--- config.mk ---
export PLATFORM = sky130hd
export DESIGN_NAME = z85_byte_stream_encoder
export DESIGN_NICKNAME = d
export VERILOG_FILES = /design/src/hdl/z85_pkg.sv /design/src/hdl/z85_byte_stream_encoder.sv /design/src/hdl/z85_front.sv /design/src/hdl/z85_jobq.sv /design/src/hdl/z85_conv.sv /design/src/hdl/z85_emit.sv
export VERILOG_INCLUDE_DIRS = /design/src /design/src/hdl
export SDC_FILE = /design/constraint.sdc
export NUM_CORES = 1
export LEC_CHECK = 0
export BUFFER_PORTS_ARGS = -buffer_cell sky130_fd_sc_hd__clkbuf_2
export CELL_PAD_IN_SITES_DETAIL_PLACEMENT = 1
export CELL_PAD_IN_SITES_GLOBAL_PLACEMENT = 2
export CORE_MARGIN = 5
export CORE_UTILIZATION = 38
export DETAILED_ROUTE_END_ITERATION = 16
export PLACE_DENSITY = 0.76
export RECOVER_POWER = 100
export SLEW_MARGIN = 10
export SYNTH_ARGS = -nofsm -noshare
export SYNTH_HDL_FRONTEND = slang
export SYNTH_SLANG_ARGS = --single-unit
--- constraint.sdc ---
create_clock -name clk_i -period 7.6 [get_ports clk_i]
set_clock_uncertainty 0.1 [all_clocks]
set_input_delay 0.38 -clock clk_i [delete_from_list [all_inputs] [get_ports clk_i]]
set_output_delay 0.38 -clock clk_i [all_outputs]
set_load 0.03 [all_outputs]
--- src/hdl/assert_macros.svh ---
// -----------------------------------------------------------------------------
// assert_macros.svh
// Shorthand for clocked concurrent assertions, disabled while in reset.
// -----------------------------------------------------------------------------
`ifndef ASSERT_MACROS_SVH
`define ASSERT_MACROS_SVH

// Property must hold at every rising clock edge out of reset.
`define Z85_ASSERT(lbl, prop, msg) \
  lbl: assert property (@(posedge clk_i) disable iff (!rst_ni) (prop)) else $error(msg);

// Expression must never be true at a rising clock edge out of reset.
`define Z85_NEVER(lbl, expr, msg) \
  `Z85_ASSERT(lbl, !(expr), msg)

`endif

--- src/hdl/z85_pkg.sv ---
// -----------------------------------------------------------------------------
// z85_pkg
// Shared types, constants and the Z85 alphabet for the byte stream encoder.
// -----------------------------------------------------------------------------
package z85_pkg;

  // Reciprocal of 85 scaled by 2^38; quotient estimate is exact or one low
  localparam logic [31:0] Z85_RECIP   = 32'd3233857728;
  localparam int unsigned RECIP_SHIFT = 38;
  localparam int unsigned QW          = 26;  // quotient width for 32-bit input
  localparam logic [7:0]  Z85_BASE_8  = 8'd85;
  localparam int unsigned DIV_STEPS   = 4;   // divisions per 32-bit group
  localparam logic [1:0]  POS_LAST    = 2'd3;
  localparam logic [2:0]  GROUP_CHARS = 3'd5;
  localparam logic [2:0]  ERR_CHARS   = 3'd1;

  // One unit of work for the back end
  typedef struct packed {
    logic [31:0] word;
    logic        err;   // message ended on an incomplete group
    logic        fin;   // group or error closes the message
  } job_t;

  // Finished group handed from converter to output stage; dig[0] is MSB digit
  typedef struct packed {
    logic [4:0][6:0] dig;
    logic            err;
    logic            fin;
  } em_load_t;

  typedef enum logic [1:0] {
    CV_IDLE,
    CV_MUL,
    CV_COR
  } conv_state_e;

  // Base-85 digit to ASCII
  function automatic logic [6:0] z85_char(input logic [6:0] d);
    logic [6:0] c;
    c = 7'd0;
    case (d) inside
      [7'd0:7'd9]:   c = 7'd48 + d;
      [7'd10:7'd35]: c = 7'd87 + d;
      [7'd36:7'd61]: c = 7'd29 + d;
      7'd62: c = 7'(".");
      7'd63: c = 7'("-");
      7'd64: c = 7'(":");
      7'd65: c = 7'("+");
      7'd66: c = 7'("=");
      7'd67: c = 7'("^");
      7'd68: c = 7'("!");
      7'd69: c = 7'("/");
      7'd70: c = 7'("*");
      7'd71: c = 7'("?");
      7'd72: c = 7'("&");
      7'd73: c = 7'("<");
      7'd74: c = 7'(">");
      7'd75: c = 7'("(");
      7'd76: c = 7'(")");
      7'd77: c = 7'("[");
      7'd78: c = 7'("]");
      7'd79: c = 7'("{");
      7'd80: c = 7'("}");
      7'd81: c = 7'("@");
      7'd82: c = 7'("%");
      7'd83: c = 7'("$");
      7'd84: c = 7'("#");
      default: c = 7'd0;
    endcase
    return c;
  endfunction

endpackage

--- src/hdl/z85_byte_stream_encoder.sv ---
// -----------------------------------------------------------------------------
// z85_byte_stream_encoder
// Z85 encoder for a byte stream: four bytes in, five characters out.
// -----------------------------------------------------------------------------
// Usage:
//   Input channel: drive data_byte_i and final_byte_i with push; a byte is
//   taken on a clock edge with push high and full low. Mark the last byte of
//   a message with final_byte_i.
//   Result channel: while empty is low the oldest character is on the result
//   ports; pop takes it. Every fourth byte yields five characters, most
//   significant digit first; group_end_o flags the fifth. A message whose
//   length is not a multiple of four ends in one result with status_o set.
//   Throughput: bytes enter at one per cycle until the job queue fills. The
//   converter works a group in four divide-by-85 steps, each a multiply and a
//   correction on one shared multiplier, and takes the next group only after
//   handing the current one to the output stage.
//   Reset clears the partial group, the job queue and the output stage.
//   A stalled receiver holds the head character; the converter and then the
//   queue fill behind it before full rises.
// -----------------------------------------------------------------------------
`include "assert_macros.svh"

module z85_byte_stream_encoder import z85_pkg::*; #(
  parameter int unsigned JOBQ_DEPTH = 2
) (
  input  logic       clk_i,
  input  logic       rst_ni,
  input  logic       push,
  output logic       full,
  input  logic [7:0] data_byte_i,
  input  logic       final_byte_i,
  output logic       empty,
  input  logic       pop,
  output logic [6:0] character_o,
  output logic       group_end_o,
  output logic       message_end_o,
  output logic       status_o
);

  job_t     job_in, job_head;
  logic     job_push, job_valid, job_pop;
  logic     em_free, em_load_valid;
  em_load_t em_load;

  // Front end: byte gathering
  z85_front u_front (
    .clk_i       (clk_i),
    .rst_ni      (rst_ni),
    .push_i      (push),
    .data_byte_i (data_byte_i),
    .final_byte_i(final_byte_i),
    .full_i      (full),
    .job_push_o  (job_push),
    .job_o       (job_in)
  );

  // Decoupling queue
  z85_jobq #(
    .DEPTH(JOBQ_DEPTH)
  ) u_jobq (
    .clk_i  (clk_i),
    .rst_ni (rst_ni),
    .push_i (job_push),
    .data_i (job_in),
    .full_o (full),
    .pop_i  (job_pop),
    .data_o (job_head),
    .valid_o(job_valid)
  );

  // Back end: base-85 conversion
  z85_conv u_conv (
    .clk_i       (clk_i),
    .rst_ni      (rst_ni),
    .job_valid_i (job_valid),
    .job_i       (job_head),
    .job_pop_o   (job_pop),
    .em_free_i   (em_free),
    .load_valid_o(em_load_valid),
    .load_o      (em_load)
  );

  // Back end: character output
  z85_emit u_emit (
    .clk_i        (clk_i),
    .rst_ni       (rst_ni),
    .load_valid_i (em_load_valid),
    .load_i       (em_load),
    .free_o       (em_free),
    .pop          (pop),
    .empty        (empty),
    .character_o  (character_o),
    .group_end_o  (group_end_o),
    .message_end_o(message_end_o),
    .status_o     (status_o)
  );

  // Checks
  `Z85_NEVER(a_jobq_overflow, job_push && full, "job pushed into full queue")
  `Z85_NEVER(a_emit_overrun, em_load_valid && !em_free, "output stage overwritten")
  `Z85_ASSERT(a_err_shape, (!empty && status_o) |-> (group_end_o && message_end_o && (character_o == 7'd0)), "malformed error result")
  `Z85_ASSERT(a_group_continues, (!empty && pop && !group_end_o) |=> !empty, "group cut short")

endmodule

--- src/hdl/z85_front.sv ---
// -----------------------------------------------------------------------------
// z85_front
// Collects input bytes into 32-bit groups and issues encode or error jobs.
// -----------------------------------------------------------------------------
module z85_front import z85_pkg::*; (
  input  logic       clk_i,
  input  logic       rst_ni,
  input  logic       push_i,
  input  logic [7:0] data_byte_i,
  input  logic       final_byte_i,
  input  logic       full_i,
  output logic       job_push_o,
  output job_t       job_o
);

  logic [23:0] pend_q, pend_d;
  logic [1:0]  pos_q, pos_d;

  // Gather bytes big-endian; fourth byte or final flag closes the group
  always_comb begin
    pend_d     = pend_q;
    pos_d      = pos_q;
    job_push_o = 1'b0;
    job_o      = '0;
    if (push_i && !full_i) begin
      if (pos_q == POS_LAST) begin
        job_o.word = {pend_q, data_byte_i};
        job_o.fin  = final_byte_i;
        job_push_o = 1'b1;
        pend_d     = '0;
        pos_d      = '0;
      end else if (final_byte_i) begin
        job_o.err  = 1'b1;
        job_o.fin  = 1'b1;
        job_push_o = 1'b1;
        pend_d     = '0;
        pos_d      = '0;
      end else begin
        pend_d = {pend_q[15:0], data_byte_i};
        pos_d  = pos_q + 2'd1;
      end
    end
  end

  always_ff @(posedge clk_i or negedge rst_ni) begin
    if (!rst_ni) begin
      pend_q <= '0;
      pos_q  <= '0;
    end else begin
      pend_q <= pend_d;
      pos_q  <= pos_d;
    end
  end

endmodule

--- src/hdl/z85_jobq.sv ---
// -----------------------------------------------------------------------------
// z85_jobq
// Small FIFO of jobs between the front end and the converter.
// -----------------------------------------------------------------------------
module z85_jobq import z85_pkg::*; #(
  parameter int unsigned DEPTH = 2
) (
  input  logic clk_i,
  input  logic rst_ni,
  input  logic push_i,
  input  job_t data_i,
  output logic full_o,
  input  logic pop_i,
  output job_t data_o,
  output logic valid_o
);

  localparam int unsigned AW = (DEPTH > 1) ? $clog2(DEPTH) : 1;
  localparam int unsigned CW = $clog2(DEPTH + 1);

  job_t          mem_q [DEPTH];
  logic [AW-1:0] wr_ptr_q, rd_ptr_q;
  logic [CW-1:0] cnt_q;
  logic          push_fire, pop_fire;

  assign full_o    = (cnt_q == CW'(DEPTH));
  assign valid_o   = (cnt_q != '0);
  assign push_fire = push_i && !full_o;
  assign pop_fire  = pop_i && valid_o;
  assign data_o    = mem_q[rd_ptr_q];

  // Entry storage
  always_ff @(posedge clk_i) begin
    if (push_fire) begin
      mem_q[wr_ptr_q] <= data_i;
    end
  end

  // Pointers and fill count
  always_ff @(posedge clk_i or negedge rst_ni) begin
    if (!rst_ni) begin
      wr_ptr_q <= '0;
      rd_ptr_q <= '0;
      cnt_q    <= '0;
    end else begin
      if (push_fire) begin
        wr_ptr_q <= (wr_ptr_q == AW'(DEPTH - 1)) ? '0 : wr_ptr_q + AW'(1);
      end
      if (pop_fire) begin
        rd_ptr_q <= (rd_ptr_q == AW'(DEPTH - 1)) ? '0 : rd_ptr_q + AW'(1);
      end
      if (push_fire && !pop_fire) begin
        cnt_q <= cnt_q + CW'(1);
      end else if (pop_fire && !push_fire) begin
        cnt_q <= cnt_q - CW'(1);
      end
    end
  end

endmodule

--- src/hdl/z85_conv.sv ---
// -----------------------------------------------------------------------------
// z85_conv
// Converts a 32-bit group to five base-85 digits by repeated division by 85.
// -----------------------------------------------------------------------------
module z85_conv import z85_pkg::*; (
  input  logic     clk_i,
  input  logic     rst_ni,
  input  logic     job_valid_i,
  input  job_t     job_i,
  output logic     job_pop_o,
  input  logic     em_free_i,
  output logic     load_valid_o,
  output em_load_t load_o
);

  conv_state_e       state_q, state_d;
  logic [1:0]        step_q, step_d;
  logic [31:0]       x_q, x_d;
  logic [QW-1:0]     qe_q, qe_d;
  logic [2:0][6:0]   dig_q, dig_d;
  logic              fin_q, fin_d;

  logic [31:0]       mul_in;
  logic [63:0]       prod;
  logic [7:0]        lo_prod, rem8;
  logic              fix;
  logic [6:0]        digit;
  logic [QW-1:0]     q_fixed;

  // Quotient estimate: one shared multiplier by the scaled reciprocal
  assign mul_in = (state_q == CV_IDLE) ? job_i.word : x_q;
  assign prod   = 64'(mul_in) * 64'(Z85_RECIP);

  // Correction: remainder is below 170, so the low byte is enough
  assign lo_prod = 8'(qe_q[7:0] * Z85_BASE_8);
  assign rem8    = x_q[7:0] - lo_prod;
  assign fix     = (rem8 >= Z85_BASE_8);
  assign digit   = fix ? 7'(rem8 - Z85_BASE_8) : rem8[6:0];
  assign q_fixed = qe_q + QW'(fix);

  // Sequencer: multiply, correct, four times per group; error jobs go straight to the output stage
  always_comb begin
    state_d      = state_q;
    step_d       = step_q;
    x_d          = x_q;
    qe_d         = qe_q;
    dig_d        = dig_q;
    fin_d        = fin_q;
    job_pop_o    = 1'b0;
    load_valid_o = 1'b0;
    load_o       = '0;
    case (state_q)
      CV_IDLE: begin
        if (job_valid_i) begin
          if (job_i.err) begin
            if (em_free_i) begin
              job_pop_o    = 1'b1;
              load_valid_o = 1'b1;
              load_o.err   = 1'b1;
              load_o.fin   = job_i.fin;
            end
          end else begin
            job_pop_o = 1'b1;
            x_d       = job_i.word;
            qe_d      = prod[RECIP_SHIFT +: QW];
            fin_d     = job_i.fin;
            step_d    = '0;
            state_d   = CV_COR;
          end
        end
      end
      CV_MUL: begin
        qe_d    = prod[RECIP_SHIFT +: QW];
        state_d = CV_COR;
      end
      CV_COR: begin
        if (step_q != 2'(DIV_STEPS - 1)) begin
          x_d     = 32'(q_fixed);
          dig_d   = {dig_q[1:0], digit};
          step_d  = step_q + 2'd1;
          state_d = CV_MUL;
        end else if (em_free_i) begin
          // last quotient is the most significant digit
          load_valid_o = 1'b1;
          load_o.fin   = fin_q;
          load_o.dig   = {dig_q[2], dig_q[1], dig_q[0], digit, q_fixed[6:0]};
          state_d      = CV_IDLE;
        end
      end
      default: begin
        state_d = CV_IDLE;
      end
    endcase
  end

  always_ff @(posedge clk_i or negedge rst_ni) begin
    if (!rst_ni) begin
      state_q <= CV_IDLE;
      step_q  <= '0;
      x_q     <= '0;
      qe_q    <= '0;
      dig_q   <= '0;
      fin_q   <= 1'b0;
    end else begin
      state_q <= state_d;
      step_q  <= step_d;
      x_q     <= x_d;
      qe_q    <= qe_d;
      dig_q   <= dig_d;
      fin_q   <= fin_d;
    end
  end

endmodule

--- src/hdl/z85_emit.sv ---
// -----------------------------------------------------------------------------
// z85_emit
// Output stage: holds one finished group and presents it one character a beat.
// -----------------------------------------------------------------------------
module z85_emit import z85_pkg::*; (
  input  logic     clk_i,
  input  logic     rst_ni,
  input  logic     load_valid_i,
  input  em_load_t load_i,
  output logic     free_o,
  input  logic     pop,
  output logic     empty,
  output logic [6:0] character_o,
  output logic     group_end_o,
  output logic     message_end_o,
  output logic     status_o
);

  logic [4:0][6:0] dig_q;
  logic [2:0]      cnt_q;  // results left in the group, 0 when empty
  logic            err_q, fin_q;
  logic            pop_fire, last_beat;

  assign empty     = (cnt_q == '0);
  assign pop_fire  = pop && !empty;
  assign last_beat = (cnt_q == 3'd1);
  assign free_o    = empty || (pop_fire && last_beat);

  // Result fields for the head character
  assign character_o   = err_q ? 7'd0 : z85_char(dig_q[0]);
  assign group_end_o   = last_beat;
  assign message_end_o = last_beat && fin_q;
  assign status_o      = err_q;

  // Load a new group or shift to the next character on each beat
  always_ff @(posedge clk_i or negedge rst_ni) begin
    if (!rst_ni) begin
      cnt_q <= '0;
      dig_q <= '0;
      err_q <= 1'b0;
      fin_q <= 1'b0;
    end else if (load_valid_i) begin
      cnt_q <= load_i.err ? ERR_CHARS : GROUP_CHARS;
      dig_q <= load_i.dig;
      err_q <= load_i.err;
      fin_q <= load_i.fin;
    end else if (pop_fire) begin
      cnt_q <= cnt_q - 3'd1;
      dig_q <= {7'd0, dig_q[4:1]};
    end
  end

endmodule
### Word level (Yosys, flattened, before mapping)

Memory sizes are Yosys's and may differ from the RTL's.
Cells that the tools add are included.

* memory bits (writable): 68
* flip-flop bits (word level): 154
* logic and storage cells: 192
* latch bits: 0
* bits in read-only memories: 0
* input bits: 13
* memories: 1

* $lt $le $gt $ge: 7
* reductions and logical operators: 28
* add/subtract/negate cells: 13
* multiplexer cells: 86
* div/mod/pow operators: 0
* bitwise logic cells: 1
* eq/ne operators: 33
* shift-type cells: 0
* $mul: 2

Memory list
* u_jobq.mem_q: depth 2, bits a word 34, rd ports 1, clocked after memory_dff 0, wr ports 1, RTL line z85_jobq.sv:21 `job_t mem_q [DEPTH];`

Operators with widths (number)
* two-way mux 7 bit: 27
* two-way mux 35 bit: 5
* two-way mux 32 bit: 5
* equality test 7 bit (second input constant): 21
* one-hot mux 32 bit (2 select lines): 1
* multiplier 32 x 26 -> 58 bit (second input constant): 1
* two-way mux 26 bit: 2
* one-hot mux 26 bit (2 select lines): 1
* two-way mux 24 bit: 2
* two-way mux 34 bit: 1
* two-way mux 2 bit: 15
* adder 26 x 1 -> 26 bit: 1
* two-way mux 1 bit: 19
* equality test 7 x 6 -> 1 bit (second input constant): 2
* less-or-equal comparator 7 x 6 -> 1 bit (second input constant): 2
* logical AND 1 bit: 11
* nonzero test 2 bit: 5
* two-way mux 3 bit: 3
* AND reduction 3 bit: 3
* >= comparator 8 x 7 -> 1 bit (second input constant): 1
* multiplier 8 x 7 -> 8 bit (second input constant): 1
* subtractor 8 bit: 1
* adder 5 x 7 -> 7 bit (first input constant): 1
* adder 6 x 7 -> 7 bit (first input constant): 1
* 27 further kinds: 38

### Depth between registers and ports, before layout

Gate-level depths: netlist (run 1).

* depth in word-level cells: 28
* gate-level depth with buffers: 28
* mapped depth without buffers: 26

### Cells and area by module

From an unflattened synthesis (run 1), not the netlist that was laid out.

* cell total of the unflattened synthesis: 2156
* area total of the unflattened synthesis: 20928.8 sq um

By module, submodules not included
* z85_conv: area an instance 13798.2 sq um, seq. area each 2102.0 sq um, times used 1, cells an instance 1555
* z85_emit: area an instance 3078.0 sq um, seq. area each 1001.0 sq um, times used 1, cells an instance 370
* z85_jobq: area an instance 2805.2 sq um, seq. area each 2142.1 sq um, times used 1, cells an instance 125
* z85_front: area an instance 1247.4 sq um, seq. area each 650.6 sq um, times used 1, cells an instance 106

### Worst setup path before layout (run 1)

OpenSTA, ideal clock, no wires.

* kind: flip-flop to flip-flop
* start: register u_conv.state_q[1]
* end: register u_conv.qe_q[24]
* data arrival time: 7.161 ns
* period minus slack after synthesis: 7.347 ns
* setup time: 0.087 ns
* data required time: 7.413 ns
* cell stages (with the launch flop): 28
* slack: 0.253 ns
* path through: dfrtp_1 -> nor2_1 -> clkbuf_1 -> buf_1 -> a21oi_1 -> ha_1 -> ha_1 -> inv_1 -> fa_1 -> inv_1 -> fa_1 -> inv_1 -> fa_1 -> inv_1 -> fa_1 -> inv_1 -> fa_1 -> inv_1 -> ha_1 -> buf_2 -> a21oi_2 -> o21ai_1 -> a221o_1 -> a221o_1 -> a211oi_4 -> o211ai_1 -> a211o_1 -> o211ai_1

* longest elaborated chain between the ends: 6
* elaborated cells between the ends (all ways): 11

RTL lines
* start, declared: RTL line z85_conv.sv:16 `conv_state_e state_q, state_d;`
* start signal, assigned: RTL line z85_conv.sv:105 `state_q <= state_d;`
* zero test 2 bit: RTL line z85_conv.sv:31, z85_conv.sv:52
* two-way mux 32 bit: RTL line z85_conv.sv:31 `assign mul_in = (state_q == CV_IDLE) ? job_i.word : x_q;`
* multiplier 32 x 26 -> 58 bit: RTL line z85_conv.sv:32 `assign prod = 64'(mul_in) * 64'(Z85_RECIP);`
* two-way mux 26 bit: RTL line z85_conv.sv:55 `if (job_i.err) begin`
* two-way mux 26 bit: RTL line z85_conv.sv:54 `if (job_valid_i) begin`
* one-hot mux 26 bit (2 select lines): RTL line z85_conv.sv:52 `case (state_q)`
* end signal, assigned: RTL line z85_conv.sv:108 `qe_q <= qe_d;`
* end, declared: RTL line z85_conv.sv:19 `logic [QW-1:0] qe_q, qe_d;`

Parallel ways exist; a longest one is shown, timed or not. The select of a mux whose other input is x is not followed.
A chain may end at the register's enable or synchronous reset.

### Final worst setup path (run 1)

* start: register u_jobq.rd_ptr_q
* end: register u_conv.qe_q[24]

* longest elaborated chain between the ends: 6
* elaborated cells between the ends (all ways): 8

RTL lines
* start, declared: RTL line z85_jobq.sv:22 `logic [AW-1:0] wr_ptr_q, rd_ptr_q;`
* start signal, assigned: RTL line z85_jobq.sv:50 `rd_ptr_q <= (rd_ptr_q == AW'(DEPTH - 1)) ? '0 : rd_ptr_q + AW'(1);`
* memory (2 x 34 bit) (*)
* two-way mux 32 bit: RTL line z85_conv.sv:31
* multiplier 32 x 26 -> 58 bit: RTL line z85_conv.sv:32
* two-way mux 26 bit: RTL line z85_conv.sv:55
* two-way mux 26 bit: RTL line z85_conv.sv:54
* one-hot mux 26 bit (2 select lines): RTL line z85_conv.sv:52

Every way passes the cells marked *; elsewhere a longest branch is shown, timed or not. The select of a mux whose other input is x is not followed.

==> impl_metrics.yaml, run 1 <==
logic_synthesis:
  synth_compound_gate_area_share_pct: 12.2
  synth-adder-area-share_pct: 31.6
  synthFlopType: "dfrtp_1"
  synth_async_sr_flop_share_pct: 69.4
  synthesis.instances: 2193
  synth.avg_cell_area_um2: 9.33
  synth.net_count: 2633
  yosys-top-cells-area: "dfrtp_1 (19%), ha_1 (17%), fa_1 (14%), edfxtp_1 (10%), inv_1 (6.5%)"
  synth_cell_types: 79
  synth_edf_count: 68
  syn-cell-area_um2: 20500
  synth_sequential_area_ratio_pct: 28.8
  synth-simple-area-share_pct: 13.1
  synth_top_area_share_pct: 18.8
  synth_xor_area_share_pct: 2.91
  yosys_warnings: 0
  synth_top_family_by_area: "adder cells"
  post_synth_mux_area_share_pct: 3.40
  synth-seq-cells: 222
  synthDominantAreaCellType: "dfrtp_1"
critical_path:
  worst_path_most_repeated_cell: "inv_1"
  cp_cell_sequence: "buf_12 -> mux2i_2 -> a21o_1 -> inv_1 -> ha_1 -> ha_2 -> inv_1 -> fa_1 -> inv_1 -> fa_1 -> inv_1 -> fa_1 -> inv_1 -> fa_1 -> ha_1 -> ha_1 -> and2_4 -> and3_1 -> a221o_1 -> a221o_1 -> a211oi_4 -> o211ai_1 -> a211o_1 -> o211ai_1"
  startpoint_types: "flip-flop"
  crit_type: "flip-flop to flip-flop"
  critical_path_cell_count: 24
  cp_slowest_stage_delay_ns: 0.56
  endpoint_kind: "flip-flop"
  timing.critical_path.arrival_ns: 7.64
  crit_buf_inv: 6
  crit_path_top_delay_cell: "fa_1"
  ff2ff_path_depth: 24
  critical-path-top-delay-family: "adder cells"
  critical_path.max_fanout: 10
  crit_required_ns: 7.96
cts:
  tritoncts.num_buffers: 25
  clock_path_buffers: 3
  tritoncts: "built"
  cts.root.buffer_cell: "clkbuf_16"
  cts.clk_slew.worst_paths_ns: 0.06
  numClockSinks: 222
  worst_skew_pair.late_latency_ns: 0.54
  level_count_of_the_clock_h_tree: 1
sta:
  finalHoldViolations: 0
  setup_repair_after_global_routing_missed_its_margin: "true"
  worst-slew-pin-transition_ns: 5.11
  maxSlewViolCount: 152
  finalSetupTns_ns: 0
  slew_headroom_pct: -240
  final_critical_path_setup_slack_ns: 0.319
  setup_viol_count_final: 0
  final.period_utilization_pct: 95.8
  min_period_ns: 7.28
  max_freq_mhz: 137
status:
  run_status: "complete, but fails checks"
  failed_checks: "max-capacitance violations, max-slew violations"
layout:
  leading_cell_type_in_the_layout_fill_and_taps_excluded: "inv_1"
  flow.area_growth_from_synthesis_pct: 9.49
  diodes: 0
  post_route_cells_drive_above_1_share_pct: 6.09
  finalNetCount: 2655
  final_core_utilization_pct: 41.8
  layout_common_cells: "inv_1 (353), ha_1 (278), nand2_1 (260)"
floorplanning:
  rows: 85
  die-width_um: 242
  die_y_um: 242
  initial_cell_density_of_the_core_pct: 38.2
  die_area_um2: 58600
  coreArea_um2: 53600
  boundaryPins: 25
placement:
  dp.final_hpwl_um: 50700
  post-place-ws_ns: -0.0102
  gp_congestion: 0.907
  io_buffer_count: 24
route:
  routedWlPerCell_um: 21.1
  vias: 15700
  initialDrtViolationCount: 847
  drt_wl_total_um: 61800
  drc: 0
  first_pass_iters: 5
  vias_per_cell: 5.35
  postRouteAntennaNets: 0
global_route:
  grtUsageMet2_pct: 37.1
  grt_busiest_layer: "met2"
  met3_usage_pct: 1.69
  grtUsageMet1_pct: 28.5
  globalRouteOverflowTotal: 0
  track_usage_pct: 21.0
  grt_start_max_net_pins: 93
  first_pass_grt_wire_length_um: 98700
  grt_antenna_before_repair: 2
  first_global_vias: 16800
job:
  cap_violations: 2
worst_hold_path:
  min_path_cells: 3
  hold_path_class: "primary input to flip-flop"
-- layout make-up --
| class | count | area [um^2] |
|---|---|---|
| clock buffers | 33 | 696 |
| clock inverters | 12 | 100 |
| fillers | 6179 | 31200 |
| inverters | 353 | 1330 |
| multi-input cells | 1538 | 13000 |
| flip-flops and latches | 222 | 5900 |
| well taps | 696 | 871 |
| repair buffers | 75 | 527 |
-- timing repair --
action / in CTS / in global routing
setup buffers: 0 / 7
hold buffers: 5 / 0
resized for setup: 0 / 8
setup endpoints to repair: 0 / 20
hold endpoints to repair: 95 / 0
-- metrics by stage --
stage | cell area (um^2) | instances | hold WS, ns
3_3_place_gp | 21500 | 2872 | 0.342
3_5_place_dp | 21500 | 2872 | 0.355
2_1_floorplan | 20500 | 2193 | -0.0156
5_1_grt | 22400 | 2929 | 0.0557
4_1_cts | 22300 | 2922 | 0.0430
6_report | 22400 | 2929 | 0.0683
-- kinds of logic (layout without fill, tap and decap cells) --
family                   after synthesis  in the layout
multiplexers                          68             68
AND/OR/NAND/NOR                      581            581
XOR/XNOR                              68             68
adder cells (fa/ha/maj)              427            427
flip-flops                           222            222
AO/OA/AOI/OAI                        394            394
buffers and inverters                433            473
-- path summary, 6_finish.rpt --
check,from,slack [ns],to
worst max-delay path,u_jobq.rd_ptr_q,0.32,u_conv.qe_q[24]
worst min-delay path,data_byte_i[5],0.07,u_front.pend_q[5]
worst max register to register,u_jobq.rd_ptr_q,0.32,u_conv.qe_q[24]
worst min register to register,u_front.pend_q[16],0.36,u_front.pend_q[16]
max in group asynchronous,rst_ni,1.66,u_jobq.rd_ptr_q
min in group asynchronous,rst_ni,2.18,u_front.pend_q[23]
-- tightest hold or removal path, cell delays in order --
cell	delay, ns
clkbuf_2	0.13
nand3_1	0.08
nand2_1	0.05
-- registers in the layout (all words and copies together) (netlist names) --
name,count
u_jobq.wr_ptr_q,1
u_jobq.mem_q,68
u_emit.cnt_q,3
u_front.pend_q,24
u_jobq.rd_ptr_q,1
u_emit.fin_q,1
u_conv.state_q,2
u_front.pos_q,2
u_conv.fin_q,1
u_conv.x_q,32
u_conv.step_q,2
u_conv.dig_q,21
u_emit.dig_q,35
u_conv.qe_q,26
u_jobq.cnt_q,2
u_emit.status_o,1
-- layer usage --
| layer | wire length (um) | vias up |
|---|---|---|
| li1 | - | 7427 |
| met1 | 28100 | 7949 |
| met2 | 30400 | 232 |
| met3 | 1790 | 69 |
| met4 | 1450 | 0 |
| met5 | 0 | - |
-- synthesized netlist by cell type (16+ instances only) --
cell type	n
nand3_1	68
nor3_1	19
xor2_1	26
nand2_1	260
o21ai_0	119
inv_1	353
and2_1	16
clkbuf_1	69
mux2i_1	65
a21o_1	29
xnor2_1	42
dfrtp_1	154
fa_1	148
edfxtp_1	68
nand2b_1	16
and3_1	50
nor2_1	94
ha_1	279
a21oi_1	101
Power of run 1 is left out: the tool's default activity adds up to more than one toggle a clock period on the data nets, which glitch-free logic cannot reach.
==> inputs of run 2 (changes only) <==
--- a/config.mk
+++ b/config.mk
@@ -12,8 +12,8 @@
 export CORE_MARGIN = 5
 export CORE_UTILIZATION = 38
 export DETAILED_ROUTE_END_ITERATION = 16
+export GPL_TIMING_DRIVEN = 1
 export PLACE_DENSITY = 0.76
-export RECOVER_POWER = 100
 export SLEW_MARGIN = 10
 export SYNTH_ARGS = -nofsm -noshare
 export SYNTH_HDL_FRONTEND = slang
==> run 2 against run 1 <==
Against the previous run: worst setup slack better by 0.00087 ns; die area unchanged; critical path type unchanged; sequential share of layout area about the same; core utilization barely moved; register-to-register slack hardly changed; critical endpoint unchanged; fmax hardly changed; final area is essentially flat; first-iteration DRC count down 3.8%; clock-buffer cell count is the same; via count down 0.14%; the flow now finishes without violations.
==> impl_metrics.yaml, run 2 (synthesized netlist as in run 1, its figures left out) <==
sta:
  final_critical_path_setup_slack_ns: 0.320
  final.period_utilization_pct: 95.8
  maxSlewViolCount: 0
  worst-slew-pin-transition_ns: 1.06
  max_freq_mhz: 137
  setup_viol_count_final: 0
  min_period_ns: 7.28
  finalHoldViolations: 0
  setup_repair_after_global_routing_missed_its_margin: "true"
  slew_headroom_pct: 29.3
global_route:
  first_global_vias: 16800
  first_pass_grt_wire_length_um: 98700
  globalRouteOverflowTotal: 0
  grt_start_max_net_pins: 93
  track_usage_pct: 21.0
  grt_antenna_before_repair: 2
placement:
  post-place-ws_ns: -0.0102
  io_buffer_count: 24
  dp.final_hpwl_um: 50700
  gp_congestion: 0.907
layout:
  nFillCells: 6179
  top_regs: "u_jobq.mem_q (68), u_emit.dig_q (35), u_conv.x_q (32)"
  layout_common_cells: "inv_1 (353), ha_1 (278), nand2_1 (260)"
  leading_cell_type_in_the_layout_fill_and_taps_excluded: "inv_1"
  post_route_cells_drive_above_1_share_pct: 6.40
  finalNetCount: 2655
  largest_reg_flops: 68
  total_area_of_multi_input_combinational_cells_um2: 13000
  diodes: 0
  top_register: "u_jobq.mem_q"
  register_area_um2: 5900
  flow.area_growth_from_synthesis_pct: 9.59
floorplanning:
  coreArea_um2: 53600
  rows: 85
  die_area_um2: 58600
  initial_cell_density_of_the_core_pct: 38.2
  boundaryPins: 25
  die-width_um: 242
  die_y_um: 242
cts:
  tritoncts.num_buffers: 25
  cts.root.buffer_cell: "clkbuf_16"
  clock_path_buffers: 3
  numClockSinks: 222
  tritoncts: "built"
  level_count_of_the_clock_h_tree: 1
  worst_skew_pair.late_latency_ns: 0.54
  cts.clk_slew.worst_paths_ns: 0.06
critical_path:
  startpoint_types: "flip-flop"
  crit_type: "flip-flop to flip-flop"
  critical_path.max_fanout: 10
  crit_required_ns: 7.96
  endpoint_kind: "flip-flop"
  timing.critical_path.arrival_ns: 7.64
route:
  initialDrtViolationCount: 815
  first_pass_iters: 4
  routedWlPerCell_um: 21.1
  vias_per_cell: 5.34
  vias: 15700
  drt_wl_total_um: 61800
  postRouteAntennaNets: 0
  drc: 0
job:
  cap_violations: 0
worst_hold_path:
  hold_path_class: "primary input to flip-flop"
status:
  run_status: "complete, no violations"
==> run 2: cell types whose count changed in the layout (fill, tap and decap cells not counted) <==
cell      change
buf_6         +1
buf_4         +2
and2_1        +1
and2_0        -1
clkbuf_1      -7
clkbuf_2      +4
==> run 2: stage by stage <==
stage | TNS (ns) | instance area, um^2 | cells | utilization (%) | hold slack [ns]
final | 0 | 22400 | 2929 | 41.8 | 0.0673
after detailed placement | -0.0102 | 21500 | 2872 | 40.1 | 0.355
after global routing | -0.0302 | 22400 | 2929 | 41.8 | 0.0557
after CTS | 0 | 22300 | 2922 | 41.6 | 0.0430
after floorplan | 0 | 20500 | 2193 | - | -0.0156
after global placement | 0 | 21500 | 2872 | 40.1 | 0.342
==> run 2: worst paths after layout <==
check | startpoint | end | slack [ns] | cells after the start
min | data_byte_i[5] | u_front.pend_q[5] | 0.07 | 3
max in group asynchronous | rst_ni | u_conv.x_q[21] | 5.57 | 3
min in group asynchronous | rst_ni | u_front.pend_q[23] | 0.41 | 2
max | u_jobq.rd_ptr_q | u_conv.qe_q[24] | 0.32 | 24
min reg2reg | u_front.pend_q[16] | u_front.pend_q[16] | 0.36 | 2
max reg2reg | u_jobq.rd_ptr_q | u_conv.qe_q[24] | 0.32 | 24
==> run 2: worst max-delay path, cell delays in order, from the launching register on <==
cell and delay (ns):
dfrtp_4 0.55, buf_12 0.18, mux2i_2 0.26, a21o_1 0.22
inv_1 0.11, ha_1 0.31, ha_2 0.40, inv_1 0.08
fa_1 0.56, inv_1 0.06, fa_1 0.52, inv_1 0.06
fa_1 0.56, inv_1 0.07, fa_1 0.50, ha_1 0.32
ha_1 0.38, and2_4 0.18, and3_1 0.17, a221o_1 0.34
a221o_1 0.36, a211oi_4 0.27, o211ai_1 0.20, a211o_1 0.34
o211ai_1 0.09
==> run 2: repair_timing <==
action,4_1_cts,5_1_grt
resized for setup,0,8
hold buffers,5,0
endpoints found under the setup margin,0,20
buffers inserted,0,7
hold endpoints to repair,95,0
==> run 2: area by class of cell <==
class,instances,area share [%]
sequential,222,26.3
clock inverter,12,0.447
clock buffer,33,3.10
multi-input combinational,1538,57.9
inverter,353,5.91
tap,696,3.89
timing repair buffer,75,2.44
==> run 2: metal layers <==
layer  wire [um]  vias up  global-route usage (%)
met3        1750       67                    1.69
met1       28200     7941                    28.5
li1            -     7423                       -
met5           0        -                       0
met2       30500      224                    37.1
met4        1440        0                    4.36
Power of run 2 is left out for the same reason.
